<file path="src/hdl/mtms_pkg.sv">
// Shared types, constants and helper functions of the multiscale tile maximum suppression block.
package mtms_pkg;

    localparam int LEVELS    = 4;
    localparam int LEVEL_W   = 2;
    localparam int RESP_W    = 8;
    localparam int MAX_DIM   = 1024;
    localparam int DIM_W     = 10;
    localparam int SIZE_W    = 11;
    localparam int MAX_TILE  = 15;
    localparam int TILE_W    = 4;
    localparam int THR_W     = 9;
    localparam int RADIUS_W  = 16;

    localparam int QUEUE_DEPTH = 4;
    localparam int QPTR_W      = 2;
    localparam int QCNT_W      = 3;

    localparam int S_DATA_W = 32;
    localparam int M_DATA_W = 40;

    localparam int APB_ADDR_W = 5;
    localparam int APB_DATA_W = 32;

    // Register indexes, taken from paddr[4:2].
    localparam logic [2:0] REG_TILE_SIZE = 3'd0;
    localparam logic [2:0] REG_WIDTH     = 3'd1;
    localparam logic [2:0] REG_HEIGHT    = 3'd2;
    localparam logic [2:0] REG_THRESHOLD = 3'd3;
    localparam logic [2:0] REG_RADIUS0   = 3'd4;
    localparam logic [2:0] REG_RADIUS1   = 3'd5;
    localparam logic [2:0] REG_RADIUS2   = 3'd6;
    localparam logic [2:0] REG_RADIUS3   = 3'd7;

    typedef struct packed {
        logic [TILE_W-1:0] tile_size;
        logic [SIZE_W-1:0] width;
        logic [SIZE_W-1:0] height;
    } geom_cfg_t;

    typedef struct packed {
        logic [THR_W-1:0]                   threshold;
        logic [LEVELS-1:0][RADIUS_W-1:0]    radius;
    } back_cfg_t;

    // One pixel of an in-frame tile, already reduced to its best level.
    typedef struct packed {
        logic [DIM_W-1:0]   slot;
        logic [DIM_W-1:0]   row;
        logic [DIM_W-1:0]   col;
        logic [RESP_W-1:0]  value;
        logic [LEVEL_W-1:0] level;
        logic               first;
        logic               last;
    } q_item_t;

    // Running tile maximum as kept per tile column.
    typedef struct packed {
        logic [RESP_W-1:0]  value;
        logic [DIM_W-1:0]   row;
        logic [DIM_W-1:0]   col;
        logic [LEVEL_W-1:0] level;
    } acc_t;

    typedef struct packed {
        logic valid;
        logic full;
    } q_status_t;

    function automatic logic [TILE_W-1:0] eff_tile(input logic [TILE_W-1:0] ts);
        logic [TILE_W-1:0] r;
        if (ts == '0) begin
            r = TILE_W'(1);
        end else if (32'(ts) > MAX_TILE) begin
            r = TILE_W'(MAX_TILE);
        end else begin
            r = ts;
        end
        return r;
    endfunction

    function automatic logic [SIZE_W-1:0] clamp_dim(input logic [SIZE_W-1:0] v);
        logic [SIZE_W-1:0] r;
        if (v == '0) begin
            r = SIZE_W'(1);
        end else if (32'(v) > MAX_DIM) begin
            r = SIZE_W'(MAX_DIM);
        end else begin
            r = v;
        end
        return r;
    endfunction

endpackage

</file>
<file path="src/hdl/mtms_queue.sv">
// Short item queue between the front and the back part.
module mtms_queue (
    input  logic                    aclk,
    input  logic                    aresetn,
    input  logic                    push,
    input  mtms_pkg::q_item_t       push_item,
    input  logic                    pop,
    output mtms_pkg::q_item_t       head,
    output mtms_pkg::q_status_t     status
);

    mtms_pkg::q_item_t               entry_reg [mtms_pkg::QUEUE_DEPTH];
    logic [mtms_pkg::QPTR_W-1:0]     wr_ptr_reg, wr_ptr_next;
    logic [mtms_pkg::QPTR_W-1:0]     rd_ptr_reg, rd_ptr_next;
    logic [mtms_pkg::QCNT_W-1:0]     count_reg, count_next;

    assign head         = entry_reg[rd_ptr_reg];
    assign status.valid = (count_reg != '0);
    assign status.full  = (count_reg == mtms_pkg::QCNT_W'(mtms_pkg::QUEUE_DEPTH));

    always_comb begin
        wr_ptr_next = push ? wr_ptr_reg + mtms_pkg::QPTR_W'(1) : wr_ptr_reg;
        rd_ptr_next = pop ? rd_ptr_reg + mtms_pkg::QPTR_W'(1) : rd_ptr_reg;
        count_next  = count_reg + mtms_pkg::QCNT_W'(push) - mtms_pkg::QCNT_W'(pop);
    end

    always_ff @(posedge aclk) begin
        if (!aresetn) begin
            wr_ptr_reg <= '0;
            rd_ptr_reg <= '0;
            count_reg  <= '0;
        end else begin
            wr_ptr_reg <= wr_ptr_next;
            rd_ptr_reg <= rd_ptr_next;
            count_reg  <= count_next;
        end
    end

    always_ff @(posedge aclk) begin
        if (push) begin
            entry_reg[wr_ptr_reg] <= push_item;
        end
    end

endmodule

</file>
<file path="config.mk">
export PLATFORM = sky130hd
export DESIGN_NAME = mtms_queue
export DESIGN_NICKNAME = d
export VERILOG_FILES = /design/src/hdl/mtms_pkg.sv /design/src/hdl/mtms_queue.sv
export SDC_FILE = /design/constraint.sdc
export NUM_CORES = 1
export LEC_CHECK = 0
export CORE_AREA = 10 10 159 161
export DETAILED_ROUTE_END_ITERATION = 10
export DIE_AREA = 0 0 169 171
export DONT_BUFFER_PORTS = 1
export GPL_ROUTABILITY_DRIVEN = 0
export PLACE_DENSITY = 0.52
export SETUP_SLACK_MARGIN = 0.5
export SLEW_MARGIN = 20
export SYNTH_ARGS = -nofsm -noshare
export SYNTH_HDL_FRONTEND = slang
export SYNTH_SLANG_ARGS = --single-unit
</file>
<file path="constraint.sdc">
create_clock -name aclk -period 2.7 [get_ports aclk]
set_input_delay 0 -clock aclk [delete_from_list [all_inputs] [get_ports aclk]]
set_output_delay 0 -clock aclk [all_outputs]
set_load 0.01 [all_outputs]
</file>
==> summary.txt <==
Psw = 1410 uW
Synth top area cells = edfxtp_1, mux4_2, dfxtp_1
Least-Margin Pin Slew = 709 ps
Cell with the most instances after synthesis = edfxtp_1
Switching share of power = 0.220
WL/cell = 21.0 um
Row count = 55
Synth-to-layout area growth = 22.6%
Final setup TNS = 0 ps
DP HPWL = 8270 um
First-pass GRT wire length = 19,900 um
DRT antenna net count = 0
Fin crit period = 1890 ps
H-tree depth = 4
Initial core utilization = 0.295
Element type at the critical path end = output port
Combinational family with the most area after synthesis = multiplexers
Initial antenna violation count = 1
Worst-path clk slew = 70 ps
CP Max Fanout = 17
Largest area contributor in the netlist = edfxtp_1
Clock sinks = 177
RSZ-0062 raised after global routing = no
Synth warn = 0
CTS tree = done
Cell-internal power = 4990 uW
Slowest CP cell = dfxtp_4
Power share of the combinational group = 0.088
Crit-path cells = buf_4, mux4_2
Total of max-cap violations = 0
Leakage = 0.00257 uW
Distinct cells, synth = 21
Number of vias per cell = 4.46
Status = finished, final reports clean
Synthesized area per cell = 24.9 um2
Slowest stage delay, CP = 590 ps
Clock tree buffer depth = 2
DP Area = 0.00693 mm2
Fin. Hold Viols = 0
HP Class = in2reg
Final Cell Area = 0.00804 mm2
Yosys top cell area share = 0.769
Skew-Pair Late Insertion Delay = 420 ps
Seq/Total Area, Yosys = 0.797
Clock power share = 0.410
Seq pwr share = 0.502
Count of pins over their slew limit = 0
Vias = 2,797
Post-synth top cells = edfxtp_1, mux4_2, dfxtp_1, inv_1
Top Ports = 90
Drt total wl = 13,100 um
Clock Skew = 10.5 ps
Crit Path Class = reg2out
Fmax = 528 MHz
Total CTS buffers = 17
Synthesized Nets = 316
Largest net degree at the start of global routing = 25
Post-Syn Area = 0.00656 mm2
Die ar. = 0.0289 mm2
NumNets Final = 381
DR pass1 iterations = 4
Multiplexer area fraction after synthesis = 0.147
Detailed Route Iter0 Violations = 203
Post-synth EDFFs = 168
Gate Count Post-Synth = 263
CORE AREA = 0.0222 mm2
Crit path launch type = register
Synth Area in Simple Gates = 0.0116
Die Y = 171 um
Post-synthesis adder-cell area fraction = 0.0145
GRT Residual Overflow = 0
# DRC = 0
I/O Buffers = 0
Total track usage = 0.0927
Synth Area in XOR/XNOR = 0.00630
Synth Area in Compound Gates = 0.00229
Die W = 169 um
Layout cell share with drive strength beyond 1 = 0.255
Pwr/cell area = 796 mW/mm2
Number of flip-flops in the largest register = 168
Ys flop type = edfxtp_1
Vias in the first global route = 3,094
Number of synthesized register bits = 177
Crit path required time = 2700 ps
Worst EP arrival = 1890 ps
Ys async rst share = 0
Worst rel slew slack = 0.527
Final setup violation count = 0
Root Driver = clkbuf_16
Maximum vdd ir drop = 382 uV
Period utilization = 0.701
==> cell families after synthesis <==
kind of cell	after synthesis
AOI/OAI and AO/OA	2
xor gates and xnor gates	3
adders and majority gates	7
buffers and inverters	17
DFF	177
muxes	43
and+or+nand+nor	14
==> path summary, 6_finish.rpt <==
kind         cells after the start  slack, ps          endpoint          start
max                              2        810          head[21]       register
min                              3         50      count_reg[1]           push
max reg2reg                      4        910  entry_reg[0][13]  wr_ptr_reg[0]
min reg2reg                      2        540          register  rd_ptr_reg[1]
==> worst max-delay path: cells and delay by family (launching register included) <==
kind / cells / cell delay (ps)
buf+inv: 1 / 290
flops: 1 / 590
mux: 1 / 580
==> repair_timing <==
| action | in CTS | in global routing |
|---|---|---|
| gates resized for setup | 0 | 0 |
| setup buffers | 1 | 0 |
| endpoints found under the setup margin | 9 | 0 |
| hold buffers | 46 | 0 |
| hold endpoints to repair | 177 | 0 |
==> cell type report <==
| cell class | instances | area, um2 |
|---|---|---|
| sequential | 177 | 5230 |
| timing repair buffer | 56 | 598 |
| inverter | 7 | 26.3 |
| multi-input combinational | 69 | 1200 |
| fill | 1998 | 14200 |
| clock buffer | 19 | 433 |
| tap | 285 | 357 |
| antenna | 1 | 2.50 |
| clock inverter | 13 | 198 |
==> cell usage in the layout (no fill, tap or decap) <==
master,count
a21bo_2,1
a21oi_1,1
and2_1,2
and2_2,4
and3_1,1
buf_12,5
buf_4,5
bufinv_16,4
clkbuf_1,2
clkbuf_16,17
clkinv_2,1
clkinv_4,3
dfxtp_1,7
dfxtp_2,1
dfxtp_4,1
diode_2,1
dlygate4sd3_1,46
edfxtp_1,168
fa_1,1
ha_1,6
inv_1,7
inv_6,4
inv_8,1
mux2i_1,1
mux4_1,2
mux4_2,40
nand3b_1,1
nor2_1,5
or3_1,1
xnor2_1,2
xor3_1,1
==> power by group through the flow <==
stage	Clock [uW]	Sequential, uW	Combinational (uW)
2_1_floorplan	0	3240	399
3_3_place_gp	0	3280	472
3_5_place_dp	0	3290	475
4_1_cts	2710	3220	589
5_1_grt	2810	3230	625
6_report	2620	3210	564
==> stage by stage <==
step	hold WS [ps]	worst slack, ps	cells	utilization	total power, uW
detailed placement	99.1	903	547	0.312	3770
global route	55.6	656	627	0.362	6670
finish	48.8	807	627	0.362	6400
global placement	99.1	938	547	0.312	3760
floorplan	98.9	741	263	-	3640
CTS	16.2	720	626	0.362	6510
==> routing by layer <==
metal / GRT usage / wire, um / up-vias
met5: 0 / 0 / -
met4: 0.0304 / 155 / 0
met3: 0.0436 / 921 / 13
met2: 0.147 / 6570 / 67
met1: 0.109 / 5490 / 1485
li1: - / - / 1232
Note: power is estimated with default switching activity, not from simulation.
